File: config.mk
export PLATFORM = sky130hd
export DESIGN_NAME = itmh_fifo
export DESIGN_NICKNAME = d
export VERILOG_FILES = /design/src/rtl/itmh_pkg.sv /design/src/rtl/itmh_fifo.sv
export SDC_FILE = /design/constraint.sdc
export NUM_CORES = 1
export LEC_CHECK = 0
export ABC_AREA = 1
export ABC_CLOCK_PERIOD_IN_PS = 2550
export BUFFER_PORTS_ARGS = -buffer_cell sky130_fd_sc_hd__buf_2
export CAP_MARGIN = 40
export CELL_PAD_IN_SITES_DETAIL_PLACEMENT = 1
export CELL_PAD_IN_SITES_GLOBAL_PLACEMENT = 1
export CORE_MARGIN = 5
export CORE_UTILIZATION = 41
export CTS_CLUSTER_SIZE = 20
export DETAILED_ROUTE_END_ITERATION = 8
export PLACE_DENSITY = 0.82
export SLEW_MARGIN = 0
export SYNTH_ARGS = -nofsm -noshare
export SYNTH_HDL_FRONTEND = slang
export SYNTH_SLANG_ARGS = --single-unit
File: constraint.sdc
create_clock -name clk_i -period 2.55 [get_ports clk_i]
set_clock_uncertainty 0.2 [all_clocks]
set_input_delay 0 -clock clk_i [delete_from_list [all_inputs] [get_ports clk_i]]
set_output_delay 0 -clock clk_i [all_outputs]
set_load 0.03 [all_outputs]
File: src/rtl/itmh_pkg.sv
`default_nettype none
package itmh_pkg;
  localparam int unsigned CapacityDefault = 64;
  localparam int unsigned IdCountDefault = 64;
  localparam int unsigned IdW = 6;
  localparam int unsigned KeyW = 64;
  localparam int unsigned KindW = 2;
  localparam int unsigned StatusW = 3;
  localparam int unsigned CountW = 7;

  localparam logic [KindW-1:0] KIND_INSERT = 2'd0;
  localparam logic [KindW-1:0] KIND_POP = 2'd1;
  localparam logic [KindW-1:0] KIND_REMOVE = 2'd2;
  // Unused kind: changes nothing and reports the front and count.
  localparam logic [KindW-1:0] KIND_NONE = 2'd3;

  localparam logic [StatusW-1:0] ST_OK = 3'd0;
  localparam logic [StatusW-1:0] ST_ABSENT = 3'd1;
  localparam logic [StatusW-1:0] ST_EMPTY = 3'd2;
  localparam logic [StatusW-1:0] ST_FULL = 3'd3;
  localparam logic [StatusW-1:0] ST_PRESENT = 3'd4;

  // One request as it leaves the front queue.
  typedef struct packed {
    logic [KindW-1:0] kind;
    logic [IdW-1:0]   item_id;
    logic [KeyW-1:0]  wakeup_time;
  } req_t;

  // One result as it enters the result queue.
  typedef struct packed {
    logic [StatusW-1:0] status;
    logic [IdW-1:0]     popped_id;
    logic [KeyW-1:0]    popped_time;
    logic               front_valid;
    logic [IdW-1:0]     front_id;
    logic [KeyW-1:0]    front_time;
    logic [CountW-1:0]  entry_count;
  } rsp_t;
endpackage
`default_nettype wire

File: src/rtl/itmh_fifo.sv
`default_nettype none
module itmh_fifo import itmh_pkg::*; #(
  parameter int unsigned Width = 8
) (
  input  wire logic             clk_i,
  input  wire logic             rst_ni,
  input  wire logic             push_i,
  input  wire logic [Width-1:0] data_i,
  output logic                  full_o,
  input  wire logic             pop_i,
  output logic [Width-1:0]      data_o,
  output logic                  empty_o
);
  // Two-entry queue; each side stalls on its own.
  logic [Width-1:0] mem_q [2];
  logic             wptr_q, rptr_q;
  logic [1:0]       cnt_q;
  logic             do_push, do_pop;

  assign full_o  = (cnt_q == 2'd2);
  assign empty_o = (cnt_q == 2'd0);
  assign do_push = push_i && !full_o;
  assign do_pop  = pop_i && !empty_o;
  assign data_o  = mem_q[rptr_q];

  always_ff @(posedge clk_i or negedge rst_ni) begin
    if (!rst_ni) begin
      wptr_q <= 1'b0;
      rptr_q <= 1'b0;
      cnt_q  <= 2'd0;
    end else begin
      if (do_push) wptr_q <= ~wptr_q;
      if (do_pop) rptr_q <= ~rptr_q;
      cnt_q <= cnt_q + {1'b0, do_push} - {1'b0, do_pop};
    end
  end

  always_ff @(posedge clk_i) begin
    if (do_push) mem_q[wptr_q] <= data_i;
  end
endmodule
`default_nettype wire

==> flow_summary.json <==
{
  "run_status": "completed",
  "synth_area_leaders": "edfxtp_1, nand2_1, dfrtp_1, inv_1, ha_1",
  "ir_drop_mv": 0.781,
  "synth_xor_area_frac": 0,
  "synth-compound-area-share": 0,
  "ant_nets": 0,
  "avgViaCountPerCell": 4.57,
  "grt_max_degree": 13,
  "dieArea_sq_mm": 0.00303,
  "fmax_ghz": 0.573,
  "tightest_slew_ns": 0.713,
  "drtIter0Drc": 2,
  "post_cts_buffers": 0,
  "io_pins": 22,
  "yosysUniqueCellTypes": 12,
  "synth_area_leader_cell": "edfxtp_1",
  "synth_area_sq_um": 831,
  "core-area_sq_mm": 0.00194,
  "clock-sinks": 20,
  "cts_tree": "built",
  "cts.htree.levels": 1,
  "cp-end-kind": "register",
  "fin_tns_setup_ns": 0,
  "drv_slew": 0,
  "drcViolationCount": 0,
  "synth_fa_ha_area_frac": 0.0301,
  "syn-instance-count": 75,
  "synth_top_area_frac": 0.578,
  "syn_nets": 89,
  "fill_cells": 215,
  "crit_family": "simple AND/OR/NAND/NOR gates",
  "power_density_mw_per_mm2": 1190,
  "ys_seq_area_frac": 0.699,
  "ctsResizeCount": 0,
  "die_h_microns": 55.0,
  "p_leak_nw": 0.554,
  "path_cells": "inv_2, nand2_1, nand2_2, nor2_1",
  "hold_class": "primary input to register",
  "grt_use_total": 0.173,
  "rsz0062_at_grt": "no",
  "fin_crit_ns": 1.74,
  "insertion_delay_ns": 0.29,
  "finalSetupViolCount": 0,
  "routabilityCongestion": 0.719,
  "arrival_ns": 1.49,
  "path_class": "register to register",
  "clock_path_buffers": 2,
  "muxShareOfSynthArea": 0,
  "hold_violations": 0,
  "grt_pass1_vias": 704,
  "vias": 631,
  "slew_headroom": 0.523,
  "cp_slowest_cell": "nor2_1",
  "routedWlPerCell_microns": 15.2,
  "antenna_found_initial": 0,
  "ys_ff_latch": 20,
  "path_clk_slew_ns": 0.12,
  "grt_pass1_wl_microns": 3420,
  "postLayoutCoreUtil": 0.582,
  "num_rows": 16,
  "hpwl_microns": 1340,
  "drtPass1Iterations": 4,
  "port_buffers": 21,
  "yosys_warnings": 0,
  "dieWidth_microns": 55.0,
  "postSynthAreaPerCell_sq_um": 11.1,
  "drv_cap": 0,
  "cts-root-buf": "clkbuf_4",
  "wl_microns": 2090,
  "numCtsBuffers": 3,
  "diodes": 0,
  "critical-path-max-stage-delay_ns": 0.55,
  "synth_top_family_by_area": "simple AND/OR/NAND/NOR gates",
  "cp_num_buf_inv": 1,
  "area_delta_synth_final_pct": 36.1,
  "synth-simple-area-share": 0.202,
  "post-route-period-util": 0.684,
  "worstPathMaxFanout": 8,
  "start_util": 0.428,
  "cp-start-kind": "register",
  "layout.nets": 126,
  "overflow": 0,
  "drive_above_1_share": 0.270,
  "critPathRequiredTime_ns": 2.29
}
routing by layer:
| layer | vias up | track usage | wire length [microns] |
|---|---|---|---|
| li1 | 307 | - | - |
| met1 | 308 | 0.192 | 873 |
| met2 | 12 | 0.323 | 1140 |
| met3 | 4 | 0.0268 | 44 |
| met4 | 0 | 0.0729 | 34 |
| met5 | - | 0 | 0 |
where the power goes:
| part | internal [mW] | leakage (nW) | switching, mW |
|---|---|---|---|
| registers | 0.454 | 0.197 | 0.0582 |
| logic | 0.160 | 0.329 | 0.409 |
| clock network | 0.159 | 0.0279 | 0.0999 |
final timing paths:
path	startpoint	endpoint	slack [ns]	depth (start not counted)
min in group asynchronous	rst_ni	wptr_q	0.42	3
worst min register to register	wptr_q	wptr_q	0.30	2
worst min-delay path	data_i[4]	mem_q[1][4]	0.21	2
worst max register to register	cnt_q[0]	mem_q[1][6]	0.81	4
worst max-delay path	cnt_q[0]	mem_q[1][6]	0.81	4
max in group asynchronous	rst_ni	cnt_q[1]	1.55	3
flip-flops by register name, summed over array words and instances (netlist names):
| register | count |
|---|---|
| rptr_q | 1 |
| mem_q | 16 |
| wptr_q | 1 |
| cnt_q | 2 |
cells in the mapped netlist, drive strengths merged:
library cell  number
nand2             37
edfxtp            16
inv               10
dfrtp              4
nand3              3
ha                 2
buf                1
clkinv             1
nor2               1
cells by family (layout without fill, tap and decap cells):
family | after synthesis | count (layout)
flops | 20 | 20
simple gates | 41 | 41
buf+inv | 12 | 48
fa+ha+maj | 2 | 2
cell type report:
class	count	area, sq um	area share
clock buffers	3	22.5	0.0199
clock inverters	1	30.0	0.0265
inverters	11	46.3	0.0409
multi-input cells	43	193	0.170
flip-flops and latches	20	581	0.513
well taps	27	33.8	0.0299
repair buffers	33	225	0.199
timing repair:
action,in CTS,in global routing
hold buffers,12,0
hold endpoints to repair,22,0
endpoints found under the setup margin,0,0
cell usage in the layout (no fill, tap or decap):
master / Yosys / final
buf_2: 0 / 21
bufinv_16: 0 / 1
clkbuf_4: 0 / 3
clkinv_4: 1 / 1
dfrtp_1: 4 / 4
dlygate4sd3_1: 0 / 12
edfxtp_1: 16 / 16
ha_1: 2 / 2
inv_1: 9 / 9
inv_2: 1 / 1
nand2_1: 35 / 35
nand2_2: 2 / 2
nand3_1: 2 / 2
nand3_2: 1 / 1
nor2_1: 1 / 1
worst register-to-register path, stage by stage, from the launching register on:
cell	delay (ns)
dfrtp_1	0.38
inv_2	0.06
nand2_1	0.11
nand2_2	0.08
nor2_1	0.55
per-stage QoR:
step | hold WS [ns] | instances | instance area, sq um | setup slack (ns) | power (mW)
after detailed placement | -0.387 | 122 | 958 | 0.804 | 1.07
final | 0.213 | 138 | 1130 | 0.806 | 1.34
after global routing | 0.208 | 138 | 1130 | 0.653 | 1.44
after global placement | -0.386 | 122 | 958 | 0.935 | 1.03
after CTS | 0.206 | 138 | 1130 | 0.791 | 1.34
after floorplan | -0.496 | 75 | 831 | 1.05 | 0.910
Note: power is estimated with default switching activity, not from simulation.
